$ cat config.mk
export PLATFORM = sky130hd
export DESIGN_NAME = mf_col_cell
export DESIGN_NICKNAME = d
export VERILOG_FILES = /design/src/sv/mf_pkg.sv /design/src/sv/mf_col_cell.sv
export SDC_FILE = /design/constraint.sdc
export NUM_CORES = 1
export LEC_CHECK = 0
export ABC_AREA = 1
export BUFFER_PORTS_ARGS = -buffer_cell sky130_fd_sc_hd__buf_2
export CELL_PAD_IN_SITES_DETAIL_PLACEMENT = 0
export CELL_PAD_IN_SITES_GLOBAL_PLACEMENT = 1
export CORE_UTILIZATION = 31
export CTS_CLUSTER_SIZE = 28
export DETAILED_ROUTE_END_ITERATION = 16
export PLACE_DENSITY = 0.89
export SYNTH_ARGS = -nofsm -noshare
export SYNTH_HDL_FRONTEND = slang
export SYNTH_SLANG_ARGS = --single-unit
$ cat constraint.sdc
create_clock -name clk -period 1.15 [get_ports clk]
set_clock_uncertainty 0.05 [all_clocks]
set_input_delay 0.1725 -clock clk [delete_from_list [all_inputs] [get_ports clk]]
set_output_delay 0.1725 -clock clk [all_outputs]
set_load 0.02 [all_outputs]
$ cat src/sv/mf_pkg.sv
`default_nettype none

package mf_pkg;

  // Pixel and configuration widths
  localparam int PIX_W      = 8;
  localparam int COLS_W     = 12;
  localparam int ROWS_W     = 13;
  localparam int CFG_IDX_W  = 1;
  localparam int CFG_DATA_W = 13;

  // Default geometry limits and register reset values
  localparam int MAX_COLS_DEF = 2048;
  localparam int MAX_ROWS_DEF = 4096;
  localparam logic [COLS_W-1:0] COLS_RESET = 12'd640;
  localparam logic [ROWS_W-1:0] ROWS_RESET = 13'd480;

  // Window and output queue sizes
  localparam int WIN_N      = 3;
  localparam int FIFO_DEPTH = 8;

  // Line store entry: upper line byte over middle line byte
  localparam int LINE_W = 2 * PIX_W;

  typedef enum logic [CFG_IDX_W-1:0] {
    CFG_FRAME_COLS = 1'b0,
    CFG_FRAME_ROWS = 1'b1
  } mf_cfg_idx_t;

  // One window column, held in sorted order
  typedef struct packed {
    logic [PIX_W-1:0] hi;
    logic [PIX_W-1:0] mid;
    logic [PIX_W-1:0] lo;
  } mf_col_t;

  typedef struct packed {
    logic [PIX_W-1:0] filtered;
    logic             end_of_line;
    logic             end_of_frame;
  } mf_out_t;

  // Sort three values into a column.
  function automatic mf_col_t sort3(input logic [PIX_W-1:0] a, input logic [PIX_W-1:0] b,
                                    input logic [PIX_W-1:0] c);
    logic [PIX_W-1:0] x;
    logic [PIX_W-1:0] y;
    mf_col_t          r;
    x = (a < b) ? a : b;
    y = (a < b) ? b : a;
    if (c < x) begin
      r.lo = c; r.mid = x; r.hi = y;
    end else if (c < y) begin
      r.lo = x; r.mid = c; r.hi = y;
    end else begin
      r.lo = x; r.mid = y; r.hi = c;
    end
    return r;
  endfunction

  function automatic logic [PIX_W-1:0] max3(input logic [PIX_W-1:0] a,
                                            input logic [PIX_W-1:0] b,
                                            input logic [PIX_W-1:0] c);
    logic [PIX_W-1:0] m;
    m = (a > b) ? a : b;
    return (m > c) ? m : c;
  endfunction

  function automatic logic [PIX_W-1:0] min3(input logic [PIX_W-1:0] a,
                                            input logic [PIX_W-1:0] b,
                                            input logic [PIX_W-1:0] c);
    logic [PIX_W-1:0] m;
    m = (a < b) ? a : b;
    return (m < c) ? m : c;
  endfunction

  function automatic logic [PIX_W-1:0] med3(input logic [PIX_W-1:0] a,
                                            input logic [PIX_W-1:0] b,
                                            input logic [PIX_W-1:0] c);
    logic [PIX_W-1:0] lo;
    logic [PIX_W-1:0] hi;
    logic [PIX_W-1:0] t;
    lo = (a < b) ? a : b;
    hi = (a < b) ? b : a;
    t  = (hi < c) ? hi : c;
    return (lo > t) ? lo : t;
  endfunction

endpackage

`default_nettype wire

$ cat src/sv/mf_col_cell.sv
`default_nettype none

module mf_col_cell (
  input  wire logic            clk,
  input  wire logic            rst_n,
  input  wire logic            shift_en,
  input  wire mf_pkg::mf_col_t col_in,
  output mf_pkg::mf_col_t      col_q
);
  import mf_pkg::*;

  mf_col_t col_r;

  // Hold one sorted window column; take the neighbour's column on each pixel.
  always_ff @(posedge clk) begin
    if (!rst_n) begin
      col_r <= '0;
    end else if (shift_en) begin
      col_r <= col_in;
    end
  end

  assign col_q = col_r;

endmodule

`default_nettype wire

**Yosys cells after proc, flatten, opt, wreduce, memory -nomap -nowiden**

Cells that the tools add are included.

- Output and inout port bits: 24
- Word-level logic and storage cells: 3
- Register bits: 24

**Depth between registers and ports, before layout**

Gate-level depths: netlist of run 1.

- Word-level depth: 0
- Gate-level depth with buffers: 4
- Gate-level depth less buffers: 4

**Worst setup path before layout of run 1**

No wires, ideal clock.

- Path type: input to register
- Start: in shift_en
- End: reg col_r (netlist bit col_q[10])
- Data required time: 0.987 ns
- Library setup time: 0.113 ns
- Setup slack: 0.408 ns
- Stages on the path: 4
- Arrival time: 0.579 ns
- Cell sequence: buf_4 buf_6 nor2_1 nor2_1

RTL lines:

| what | RTL line | RTL |
|---|---|---|
| from (decl) | mf_col_cell.sv:6 | `input wire logic shift_en,` |
| to (signal assigned) | mf_col_cell.sv:19 | `col_r <= col_in;` |
| to (decl) | mf_col_cell.sv:12 | `mf_col_t col_r;` |

**Worst setup path after layout of run 1**

- Start: reg col_r (netlist bit col_q[11])
- End: out col_q[11] in the netlist's numbering

RTL lines:

| what | RTL line | RTL |
|---|---|---|
| to (decl) | mf_col_cell.sv:8 | `output mf_pkg::mf_col_t col_q` |

No word-level cell between the ends.

==> results.sh, run 1 <==
export IMPL_crit_slowest_cell="dfxtp_1"
export IMPL_worst_slew_pin_slew_ns=0.409
export IMPL_clkTransAtPathRegs_ns=0.12
export IMPL_met1_usage=0.156
export IMPL_post_cts_setup_buffers=0
export IMPL_p_leak_nw=0.792
export IMPL_critPathMaxFanout=2
export IMPL_row_count=20
export IMPL_busiest_layer="met2"
export IMPL_finalSetupTns_ns=0
export IMPL_synthAdderAreaFrac=0
export IMPL_end_kind="output port"
export IMPL_max_stage_delay_ns=0.36
export IMPL_placed_area_um2=1260
export IMPL_portBuffers=50
export IMPL_cts_tree="built"
export IMPL_layout_nets=227
export IMPL_die_area_um2=3390
export IMPL_start_util=0.324
export IMPL_yosysWarnings=0
export IMPL_routabilityCongestion=0.630
export IMPL_hold_ws_ns=0.0931
export IMPL_viasPerCell=3.70
export IMPL_grtUsageMet2=0.171
export IMPL_worstSetupPathType="flip-flop to output port"
export IMPL_slew_headroom=0.727
export IMPL_core_area_um2=3030
export IMPL_setup_violations_final=0
export IMPL_finalHoldViolations=0
export IMPL_synth_top_cell_by_area="dfxtp_1"
export IMPL_root_buffer="clkbuf_4"
export IMPL_worstPathRequired_ns=0.93
export IMPL_syn_avg_cell_area_um2=6.50
export IMPL_cap_violations=0
export IMPL_synth_seq_area_share=0.490
export IMPL_drive_above_1_share=0.273
export IMPL_routedWlPerCell_um=7.30
export IMPL_synth_xor_area_frac=0
export IMPL_grt_pass1_wl_um=3070
export IMPL_critPathBufInv=1
export IMPL_h_tree_depth=1
export IMPL_hold_path_class="input pin to flip-flop"
export IMPL_die_h_um=58.3
export IMPL_hpwl_um=1210
export IMPL_netlist_area_um2=981
export IMPL_cts_buffers=3
export IMPL_crit_chain="buf_2"
export IMPL_peakVddDrop_mv=0.502
export IMPL_synth_top_family_by_area="simple AND/OR/NAND/NOR gates"
export IMPL_synthArstFlopShare=0
export IMPL_fin_crit_ns=1.05
export IMPL_yosys_most_used_dff="dfxtp_1"
export IMPL_arrival_ns=0.82
export IMPL_grt_use_met3=0.0290
export IMPL_powerDensity_nw_per_um2=1240
export IMPL_drt_wl_total_um=1770
export IMPL_synthTopCellsByArea="dfxtp_1 49%, nand2_1 18%, nor2_1 18%"
export IMPL_synth_common_cells="48 x nand2_1, 48 x nor2_1, 24 x dfxtp_1, 24 x inv_1, 4 x buf_2"
export IMPL_drt_iter0_markers=50
export IMPL_num_io_pins=51
export IMPL_area_delta_synth_final_pct=30.4
export IMPL_syn_nets=178
export IMPL_grt_start_max_net_pins=49
export IMPL_p_total_mw=1.58
export IMPL_status="finished clean"
export IMPL_num_fill_cells=341
export IMPL_postCtsResizedCells=0
export IMPL_synth_distinct_cells=7
export IMPL_cp_top_family="flip-flops"
export IMPL_rsz0062_at_grt="no"
export IMPL_slew_violations=0
export IMPL_grt_usage=0.116
export IMPL_finalInstanceArea_um2=1280
export IMPL_die_w_um=58.3
export IMPL_final_core_util=0.422
export IMPL_drc=0
export IMPL_crit_path_start_kind="flip-flop"
export IMPL_synth_edf_count=0
export IMPL_via_count=895
export IMPL_grt_overflow=0
export IMPL_num_antenna_cells=0
export IMPL_fin_crit_sh=0.910
export IMPL_ys_seq_elements=24
export IMPL_grt_antenna_before_repair=0
export IMPL_cts_max_path_buffers=2
export IMPL_detail_route_antenna_nets=0
export IMPL_largest_register_ffs=24
export IMPL_synthCells=151
export IMPL_synthSimpleGateAreaFrac=0.367
export IMPL_cts_sinks=24
export IMPL_grt_pass1_vias=713
export IMPL_first_pass_iters=8
export IMPL_postCtsHoldBufs=0
export IMPL_clock_fmax_mhz=955
export IMPL_synth_top_area_frac=0.490
export IMPL_synth_compound_area_share=0
export IMPL_muxShareOfSynthArea=0
export IMPL_worst_skew_pair_late_latency_ns=0.30
-- routing by layer --
metal	wire length (um)	vias to the layer above
met2	808	25
met3	74	0
met5	0	-
met4	0	0
met1	883	353
li1	-	517
-- where the power goes --
group / leakage, nW / total (mW) / internal, mW / switching (mW)
Clock: 0.0138 / 0.351 / 0.122 / 0.229
Combinational: 0.578 / 0.317 / 0.125 / 0.192
Sequential: 0.200 / 0.915 / 0.889 / 0.0259
Total: 0.792 / 1.58 / 1.14 / 0.447
-- per-stage QoR --
| stage | std cells | setup WS (ns) |
|---|---|---|
| detailed placement | 239 | 0.283 |
| CTS | 242 | 0.0849 |
| global placement | 239 | 0.303 |
| finish | 242 | 0.103 |
| global route | 242 | 0.0344 |
| floorplan | 151 | 0.408 |
-- cells in the final DEF, fill, tap and decap left out, drive strengths merged --
cell type,n
buf,51
nor2,48
nand2,48
inv,24
dfxtp,24
clkbuf,3
-- path summary, 6_finish.rpt --
path	startpoint	endpoint	slack (ns)	depth (start not counted)
max reg2reg	col_q[13]	col_q[13]	0.53	2
min	col_in[0]	col_q[0]	0.09	5
min reg2reg	col_q[14]	col_q[14]	0.42	2
max	col_q[11]	col_q[11]	0.10	1
-- area by class of cell --
type	count	area, um2	share of cell area
sequential	24	480	0.376
multi-input combinational	96	360	0.282
timing repair buffer	51	270	0.211
inverter	24	90.1	0.0704
tap	44	55.1	0.0431
clock buffer	3	22.5	0.0176
-- cells by family (layout without fill, tap and decap cells) --
group,after synthesis,after routing
flops,24,24
simple gates,96,96
buf+inv,31,78
No activity file was read; power rests on OpenSTA's default activity.
==> run 2, diff against run 1 <==
--- a/config.mk
+++ b/config.mk
@@ -9,10 +9,10 @@
 export BUFFER_PORTS_ARGS = -buffer_cell sky130_fd_sc_hd__buf_2
 export CELL_PAD_IN_SITES_DETAIL_PLACEMENT = 0
 export CELL_PAD_IN_SITES_GLOBAL_PLACEMENT = 1
-export CORE_UTILIZATION = 31
+export CORE_UTILIZATION = 28
 export CTS_CLUSTER_SIZE = 28
 export DETAILED_ROUTE_END_ITERATION = 16
-export PLACE_DENSITY = 0.89
+export PLACE_DENSITY = 0.82
 export SYNTH_ARGS = -nofsm -noshare
 export SYNTH_HDL_FRONTEND = slang
 export SYNTH_SLANG_ARGS = --single-unit
==> constraint.sdc (replaced) <==
create_clock -name clk -period 1.2 [get_ports clk]
set_clock_uncertainty 0.05 [all_clocks]
set_input_delay 0.18 -clock clk [delete_from_list [all_inputs] [get_ports clk]]
set_output_delay 0.18 -clock clk [all_outputs]
set_load 0.02 [all_outputs]
==> results.sh, run 2 (synthesis gave the netlist of run 1 again) <==
export IMPL_portBuffers=50
export IMPL_postCtsResizedCells=0
export IMPL_worst_skew_pair_late_latency_ns=0.30
export IMPL_cap_violations=0
export IMPL_worstSetupPathType="flip-flop to output port"
export IMPL_core_area_um2=3340
export IMPL_drive_above_1_share=0.276
export IMPL_h_tree_depth=1
export IMPL_finalHoldViolations=0
export IMPL_via_count=915
export IMPL_start_util=0.294
export IMPL_crit_slowest_cell="dfxtp_1"
export IMPL_cts_max_path_buffers=2
export IMPL_finalSetupTns_ns=0
export IMPL_slew_headroom=0.724
export IMPL_end_kind="output port"
export IMPL_layout_nets=227
export IMPL_crit_chain="buf_2"
export IMPL_grt_pass1_vias=666
export IMPL_layout_commonest_cell="buf_2"
export IMPL_routedWlPerCell_um=7.32
export IMPL_setup_violations_final=0
export IMPL_critPathMaxFanout=2
export IMPL_die_area_um2=3740
export IMPL_crit_path_start_kind="flip-flop"
export IMPL_final_cell_mix="50 x buf_2, 48 x nor2_1, 48 x nand2_1"
export IMPL_grt_start_max_net_pins=49
export IMPL_peakVddDrop_mv=0.393
export IMPL_drc=0
export IMPL_fin_crit_sh=0.892
export IMPL_grt_pass1_wl_um=2660
export IMPL_worst_slew_pin_slew_ns=0.415
export IMPL_p_leak_nw=0.799
export IMPL_post_cts_setup_buffers=0
export IMPL_critPathBufInv=1
export IMPL_arrival_ns=0.84
export IMPL_worstPathRequired_ns=0.97
export IMPL_max_stage_delay_ns=0.36
export IMPL_root_buffer="clkbuf_4"
export IMPL_hold_path_class="input pin to flip-flop"
export IMPL_drt_wl_total_um=1790
export IMPL_fin_crit_ns=1.07
export IMPL_die_w_um=61.2
export IMPL_area_delta_synth_final_pct=32.0
export IMPL_cts_buffers=3
export IMPL_clock_fmax_mhz=935
export IMPL_grt_overflow=0
export IMPL_cts_sinks=24
export IMPL_first_pass_iters=4
export IMPL_rsz0062_at_grt="no"
export IMPL_num_antenna_cells=0
export IMPL_row_count=21
export IMPL_viasPerCell=3.73
export IMPL_detail_route_antenna_nets=0
export IMPL_cp_top_family="flip-flops"
export IMPL_largest_register_ffs=24
export IMPL_clkTransAtPathRegs_ns=0.13
export IMPL_routabilityCongestion=0.663
export IMPL_die_h_um=61.2
export IMPL_grt_antenna_before_repair=0
export IMPL_drt_iter0_markers=30
export IMPL_grt_usage=0.0972
export IMPL_num_io_pins=51
export IMPL_slew_violations=0
export IMPL_postCtsHoldBufs=0
export IMPL_status="finished clean"
export IMPL_powerDensity_nw_per_um2=1230
export IMPL_p_total_mw=1.60
export IMPL_cts_tree="built"
export IMPL_hpwl_um=1230
-- run 2: cell count changes in the layout (fill, tap and decap cells not counted), sizes merged --
cell | previous run | this run
clkbuf | 3 | 4
-- run 2: path summary, 6_finish.rpt --
check,start,end,slack [ns],cells after the start
max,col_q[12],col_q[12],0.13,1
min,col_in[1],col_q[1],0.1,5
max reg2reg,col_q[21],col_q[21],0.60,2
min reg2reg,col_q[1],col_q[1],0.43,2
-- run 2: routing by layer --
metal / up-vias / GRT usage / routed length (um)
li1: 518 / - / -
met1: 367 / 0.111 / 862
met2: 28 / 0.163 / 797
met3: 2 / 0.0252 / 107
met4: 0 / 0.0584 / 26
met5: - / 0 / 0
-- run 2: layout make-up --
type / count / area, um2
timing repair buffer: 51 / 270
sequential: 24 / 480
tap: 46 / 57.6
clock buffer: 4 / 36.3
inverter: 24 / 90.1
multi-input combinational: 96 / 360
fill: 401 / 2040
-- run 2: power breakdown --
group          leakage [nW]  internal [mW]  total (mW)  switching (mW)
Sequential            0.200          0.852       0.878          0.0253
Combinational         0.578          0.120       0.303           0.183
Clock                0.0210          0.185       0.418           0.233
Total                 0.799           1.16        1.60           0.441
-- run 2: per-stage QoR --
| step | setup slack (ns) | cell area (um2) | util | hold slack (ns) | std cells |
|---|---|---|---|---|---|
| final | 0.130 | 1290 | 0.388 | 0.0964 | 245 |
| after CTS | 0.102 | 1290 | 0.388 | 0.0741 | 245 |
| after detailed placement | 0.331 | 1260 | 0.377 | 0.410 | 241 |
| after global routing | 0.0599 | 1290 | 0.388 | 0.0755 | 245 |
| after global placement | 0.348 | 1260 | 0.377 | 0.406 | 241 |
| after floorplan | 0.450 | 981 | - | 0.250 | 151 |
